[src/hdl/positional_list_insert_delete_macros.svh]
// Assertion macros shared by the RTL. Each one checks on the rising edge of clk
// and is disabled while rst_n is low.
`ifndef POSITIONAL_LIST_INSERT_DELETE_MACROS_SVH
`define POSITIONAL_LIST_INSERT_DELETE_MACROS_SVH

`ifndef SYNTHESIS
`define PLI_ASSERT(name, prop) \
    name: assert property (@(posedge clk) disable iff (!rst_n) prop) \
        else $error("positional list assertion failed");
`define PLI_NEVER(name, expr) \
    name: assert property (@(posedge clk) disable iff (!rst_n) !(expr)) \
        else $error("positional list forbidden condition seen");
`else
`define PLI_ASSERT(name, prop)
`define PLI_NEVER(name, expr)
`endif

`endif

[src/hdl/pli_pkg.sv]
package pli_pkg;

    localparam int DATA_W = 32;
    localparam int POS_W  = 7;
    localparam int CNT_W  = 7;

    localparam logic [1:0] CMD_INSERT = 2'd0;
    localparam logic [1:0] CMD_DELETE = 2'd1;
    localparam logic [1:0] CMD_READ   = 2'd2;

    localparam logic [1:0] ST_OK     = 2'd0;
    localparam logic [1:0] ST_BADPOS = 2'd1;
    localparam logic [1:0] ST_EMPTY  = 2'd2;
    localparam logic [1:0] ST_FULL   = 2'd3;

    localparam logic [DATA_W-1:0] READ_INVALID = '1;

    typedef struct packed {
        logic              ins_en;
        logic              del_en;
        logic [POS_W-1:0]  pos;
        logic [DATA_W-1:0] value;
    } pli_ctrl_t;

endpackage

[src/hdl/pli_cell.sv]
module pli_cell
    import pli_pkg::*;
#(
    parameter int IDX = 0,
    parameter int IW  = 6
)
(
    input  logic              clk,
    input  pli_ctrl_t         ctrl,
    input  logic [DATA_W-1:0] left,
    input  logic [DATA_W-1:0] right,
    output logic [DATA_W-1:0] data,
    output logic [DATA_W-1:0] hit_data
);

    localparam int W = (IW > POS_W) ? IW : POS_W;

    logic [W-1:0]      my_idx;
    logic [W-1:0]      pos_x;
    logic [DATA_W-1:0] data_reg;
    logic [DATA_W-1:0] data_next;

    assign my_idx = W'(IDX);
    assign pos_x  = W'(ctrl.pos);

    always_comb
    begin
        data_next = data_reg;
        priority if (ctrl.ins_en)
        begin
            priority if (my_idx > pos_x)
            begin
                data_next = left;
            end
            else if (my_idx == pos_x)
            begin
                data_next = ctrl.value;
            end
            else
            begin
                data_next = data_reg;
            end
        end
        else if (ctrl.del_en && (my_idx >= pos_x))
        begin
            data_next = right;
        end
        else
        begin
            data_next = data_reg;
        end
    end

    always_ff @(posedge clk)
    begin
        data_reg <= data_next;
    end

    assign data     = data_reg;
    assign hit_data = (my_idx == pos_x) ? data_reg : '0;

endmodule

[config.mk]
export PLATFORM = sky130hd
export DESIGN_NAME = pli_cell
export DESIGN_NICKNAME = d
export VERILOG_FILES = /design/src/hdl/positional_list_insert_delete_macros.svh /design/src/hdl/pli_pkg.sv /design/src/hdl/pli_cell.sv
export SDC_FILE = /design/constraint.sdc
export NUM_CORES = 1
export LEC_CHECK = 0
export ABC_CLOCK_PERIOD_IN_PS = 4800
export BUFFER_PORTS_ARGS = -buffer_cell sky130_fd_sc_hd__buf_2
export CAP_MARGIN = 20
export CELL_PAD_IN_SITES_DETAIL_PLACEMENT = 1
export CELL_PAD_IN_SITES_GLOBAL_PLACEMENT = 1
export CORE_UTILIZATION = 24
export DETAILED_ROUTE_END_ITERATION = 8
export GPL_ROUTABILITY_DRIVEN = 0
export PLACE_DENSITY = 0.74
export SYNTH_ARGS = -nofsm -noshare
export SYNTH_HDL_FRONTEND = slang
export SYNTH_SLANG_ARGS = --single-unit
[constraint.sdc]
create_clock -name clk -period 4.8 [get_ports clk]
set_clock_uncertainty 0.15 [all_clocks]
set_input_delay 1.44 -clock clk [delete_from_list [all_inputs] [get_ports clk]]
set_output_delay 1.44 -clock clk [all_outputs]
set_load 0.02 [all_outputs]
==> results.sh, run 1 <==
export IMPL_diodes=0
export IMPL_critPathBufInv=2
export IMPL_multi_input_area_um2=709
export IMPL_clkTransAtPathRegs_ns=0.06
export IMPL_routed_wl_um=5220
export IMPL_outcome="complete, no violations"
export IMPL_cp_common_cell="buf_2"
export IMPL_worstMarginPinSlew_ns=0.758
export IMPL_cap_violations=0
export IMPL_holdPathEnd="data[19]"
export IMPL_cpLargestDelayFamily="simple AND/OR/NAND/NOR gates"
export IMPL_rsz0062_at_grt="false"
export IMPL_crit_arrival_ns=2.81
export IMPL_holdPathStages=2
export IMPL_period_share=0.916
export IMPL_synthCells=144
export IMPL_cpMaxStageDelayCell="or4_4"
export IMPL_p_leak_nw=1.26
export IMPL_hold_path_class="input port to register"
export IMPL_synth_cell_types=12
export IMPL_powerDensity_nw_per_um2=216
export IMPL_post_cts_buffers=0
export IMPL_instances_no_fill=379
export IMPL_finalSetupTns_ns=0
export IMPL_hold_violations=0
export IMPL_layout_setup_ws_ns=0.402
export IMPL_overflow=0
export IMPL_drtIter0Drc=28
export IMPL_grt_pass1_wl_um=7910
export IMPL_area_delta_synth_final_pct=43.2
export IMPL_cts_tree="yes"
export IMPL_first_pass_iters=2
export IMPL_clk_path_buf_depth=2
export IMPL_slew_violations=0
export IMPL_vias=1565
export IMPL_worstPathRequired_ns=3.21
export IMPL_placedCellCount=371
export IMPL_dieArea_um2=8220
export IMPL_cts_buffers=5
export IMPL_antenna_found_initial=0
export IMPL_num_nets_final=385
export IMPL_critPathLaunchType="input port"
export IMPL_clock_fmax_ghz=0.227
export IMPL_syn_avg_cell_area_um2=13.1
export IMPL_portBuffers=137
export IMPL_largest_register_ffs=32
export IMPL_dpl_worst_slack_ns=0.383
export IMPL_cts_resized=0
export IMPL_synth_area_um2=1890
export IMPL_ys_seq_area_frac=0.509
export IMPL_critPathKind="input port to primary output"
export IMPL_ys_seq_elements=32
export IMPL_die_w_um=90.7
export IMPL_syn_num_nets=250
export IMPL_critPathMaxStageDelay_ns=0.81
export IMPL_regArea_um2=961
export IMPL_die_y_um=90.7
export IMPL_hpwl_um=4040
export IMPL_drive_above_1_share=0.750
export IMPL_cts_root_buffer="clkbuf_8"
export IMPL_vias_per_cell=4.13
export IMPL_drcViolationCount=0
export IMPL_core_area_um2=7410
export IMPL_cp_max_fo=33
export IMPL_ctsHoldBuffers=0
export IMPL_slew_headroom=0.495
export IMPL_yosys_warnings=0
export IMPL_setup_violations_final=0
export IMPL_row_count=31
export IMPL_grt_pass1_vias=1583
export IMPL_end_kind="primary output"
export IMPL_ir_drop_mv=0.105
export IMPL_cts_sinks=32
export IMPL_path_cells="buf_2 -> or4_4 -> nor3_1 -> buf_2"
export IMPL_start_util=0.255
export IMPL_antenna_left=0
export IMPL_h_tree_depth=2
export IMPL_hold_path_startpoint="ctrl[19]"
export IMPL_grt_max_degree=34
export IMPL_period_needed_ns=4.40
export IMPL_track_usage=0.124
export IMPL_ios=170
export IMPL_wl_per_cell_um=13.8
export IMPL_fillCellCount=869
per-layer routing:
layer / part of all wire / GRT usage
met1: 0.38 / 0.134
met2: 0.54 / 0.234
met3: 0.059 / 0.0269
met4: 0.015 / 0.0444
met5: 0 / 0
through the flow:
step	util	hold slack, ns	total power, mW	area [um2]
detailed placement	0.354	1.60	0.395	2620
CTS	0.365	1.30	0.595	2700
floorplan	-	1.51	0.361	1890
global placement	0.354	1.59	0.392	2620
global route	0.365	1.30	0.613	2700
finish	0.365	1.31	0.583	2700
worst max-delay path by stage:
stage / slack, ns / cells past startpoint / startpoint / endpoint
6_report: 0.40 / 4 / ctrl[34] / hit_data[0]
5_1_grt: 0.29 / 4 / ctrl[34] / hit_data[31]
4_1_cts: 0.38 / 4 / ctrl[34] / hit_data[0]
3_3_place_gp: 0.42 / 4 / ctrl[34] / hit_data[6]
3_5_place_dp: 0.38 / 4 / ctrl[34] / hit_data[0]
2_1_floorplan: 0.60 / 3 / ctrl[34] / hit_data[0]
power by group:
part,internal (mW),switching (mW),leakage (nW),total [mW]
registers,0.311,0.000682,0.288,0.312
clock network,0.101,0.0943,0.0399,0.195
logic,0.0429,0.0327,0.932,0.0756
layout by cell type, fill, tap and decap left out:
cell,n
buf_2,137
clkbuf_8,5
mux2_2,32
edfxtp_1,32
nor3_1,2
inv_1,32
clkbuf_1,2
or4_4,1
or3_2,1
clkinv_1,1
buf_4,3
nor3_2,30
nor2_1,1
nor3_4,1
final cells by class:
class / count / area share
timing repair buffer: 140 / 0.262
sequential: 32 / 0.356
inverter: 32 / 0.0444
tap: 99 / 0.0458
clock buffer: 7 / 0.0282
multi-input combinational: 68 / 0.263
clock inverter: 1 / 0.00139
cells in the mapped netlist (all sizes together):
master / n / area (um2)
mux2: 32 / 360
edfxtp: 32 / 961
inv: 32 / 120
nor3: 33 / 315
or3: 1 / 6.26
clkbuf: 2 / 7.51
buf: 10 / 101
nor2: 1 / 3.75
or4: 1 / 11.3
kinds of logic after synthesis:
kind of cell           synth area share
buffers and inverters             0.121
flip-flops                        0.509
multiplexers                      0.191
AND/OR/NAND/NOR                   0.178
No activity file was read; power rests on OpenSTA's default activity.
==> run 2, diff against run 1 <==
--- a/config.mk
+++ b/config.mk
@@ -11,6 +11,7 @@
 export CELL_PAD_IN_SITES_DETAIL_PLACEMENT = 1
 export CELL_PAD_IN_SITES_GLOBAL_PLACEMENT = 1
 export CORE_UTILIZATION = 24
+export CTS_CLUSTER_SIZE = 16
 export DETAILED_ROUTE_END_ITERATION = 8
 export GPL_ROUTABILITY_DRIVEN = 0
 export PLACE_DENSITY = 0.74
==> constraint.sdc (replaced) <==
create_clock -name clk -period 4.8 [get_ports clk]
set_clock_uncertainty 0.15 [all_clocks]
set_input_delay 0 -clock clk [delete_from_list [all_inputs] [get_ports clk]]
set_output_delay 0 -clock clk [all_outputs]
set_load 0.02 [all_outputs]
==> results.sh, run 2 (synthesis results as in run 1) <==
export IMPL_outcome="complete, no violations"
export IMPL_critPathLaunchType="input port"
export IMPL_antenna_left=0
export IMPL_row_count=31
export IMPL_period_share=0.398
export IMPL_cap_violations=0
export IMPL_critPathKind="input port to register"
export IMPL_track_usage=0.164
export IMPL_setup_violations_final=0
export IMPL_slew_violations=0
export IMPL_drcViolationCount=0
export IMPL_die_y_um=90.7
export IMPL_fillCellCount=851
export IMPL_vias=1864
export IMPL_cts_sinks=32
export IMPL_final_area_um2=3320
export IMPL_ios=170
export IMPL_cp_max_fo=33
export IMPL_wl_per_cell_um=15.0
export IMPL_antenna_found_initial=0
export IMPL_start_util=0.255
export IMPL_diodes=0
export IMPL_final_cell_mix="buf_2, dlygate4sd3_1, mux2_2, inv_1, edfxtp_1"
export IMPL_cts_root_buffer="clkbuf_8"
export IMPL_p_leak_nw=1.51
export IMPL_multi_input_area_um2=703
export IMPL_drtIter0Drc=47
export IMPL_h_tree_depth=2
export IMPL_period_needed_ns=1.91
export IMPL_cpMaxStageDelayCell="or3_2"
export IMPL_cts_buffers=5
export IMPL_dpl_cell_area_um2=2600
export IMPL_clock_fmax_ghz=0.524
export IMPL_end_kind="register"
export IMPL_hold_violations=0
export IMPL_layout_commonest_cell="buf_2"
export IMPL_worstMarginPinSlew_ns=0.984
export IMPL_area_delta_synth_final_pct=76.1
export IMPL_hpwl_um=3980
export IMPL_slew_headroom=0.344
export IMPL_critPathBufInv=2
export IMPL_portBuffers=137
export IMPL_num_nets_final=447
export IMPL_die_w_um=90.7
export IMPL_clk_path_buf_depth=2
export IMPL_largest_register_ffs=32
export IMPL_cts_tree="yes"
export IMPL_grt_pass1_wl_um=10300
export IMPL_ir_drop_mv=0.103
export IMPL_cpLargestDelayFamily="simple AND/OR/NAND/NOR gates"
export IMPL_rsz0062_at_grt="false"
export IMPL_regArea_um2=961
export IMPL_clkTransAtPathRegs_ns=0.07
export IMPL_worstPathRequired_ns=4.58
export IMPL_overflow=0
export IMPL_vias_per_cell=4.23
export IMPL_cts_resized=0
export IMPL_grt_pass1_vias=2074
export IMPL_path_cells="buf_2 -> or3_2 -> nor3_2 -> buf_4"
export IMPL_hold_path_class="input port to register"
export IMPL_post_cts_buffers=0
export IMPL_grt_max_degree=34
export IMPL_drive_above_1_share=0.608
export IMPL_first_pass_iters=4
export IMPL_powerDensity_nw_per_um2=193
export IMPL_finalSetupTns_ns=0
export IMPL_core_area_um2=7410
export IMPL_routed_wl_um=6630
export IMPL_critPathMaxStageDelay_ns=0.88
export IMPL_crit_arrival_ns=1.69
export IMPL_dieArea_um2=8220
## run 2: changes by cell type in the layout (fill, tap and decap cells not counted)
cell / change
dlygate4sd3_1: +64
buf_4: -2
nor3_2: +1
nor3_4: -1
## run 2: repair_timing
action | in CTS | in global routing
setup endpoints to repair | 0 | 0
hold buffers | 64 | 0
endpoints found under the hold margin | 32 | 0
## run 2: final timing paths
path | start | end | cells past startpoint
worst min-delay path | ctrl[39] | data[24] | 4
worst max-delay path | ctrl[35] | data[25] | 4
## run 2: metrics by stage
stage	power, mW	util	hold slack, ns	cells	worst slack (ns)
after floorplan	0.361	-	0.0699	144	1.27
after global placement	0.391	0.351	0.153	369	2.60
after detailed placement	0.394	0.351	0.155	369	2.55
after CTS	0.650	0.448	0.324	441	2.85
after global routing	0.673	0.448	0.372	441	2.80
final	0.642	0.448	0.321	441	2.89
## run 2: power breakdown
part	total, mW	internal [mW]	switching (mW)	leakage [nW]
Combinational	0.128	0.0850	0.0426	1.18
Sequential	0.312	0.311	0.000684	0.288
Clock	0.203	0.101	0.102	0.0399
Total	0.642	0.497	0.145	1.51
## run 2: layout make-up
cell class	count	share of cell area
repair buffers	202	0.402
flip-flops and latches	32	0.289
multi-input cells	68	0.212
well taps	99	0.0373
inverters	32	0.0362
clock buffers	7	0.0230
clock inverters	1	0.00113
## run 2: layer usage
metal	up-vias	part of all wire	track usage	wire length, um
li1	883	-	-	-
met4	0	0.012	0.0444	82
met5	-	0	0	0
met2	66	0.61	0.351	4020
met1	906	0.33	0.149	2200
met3	9	0.050	0.0362	329
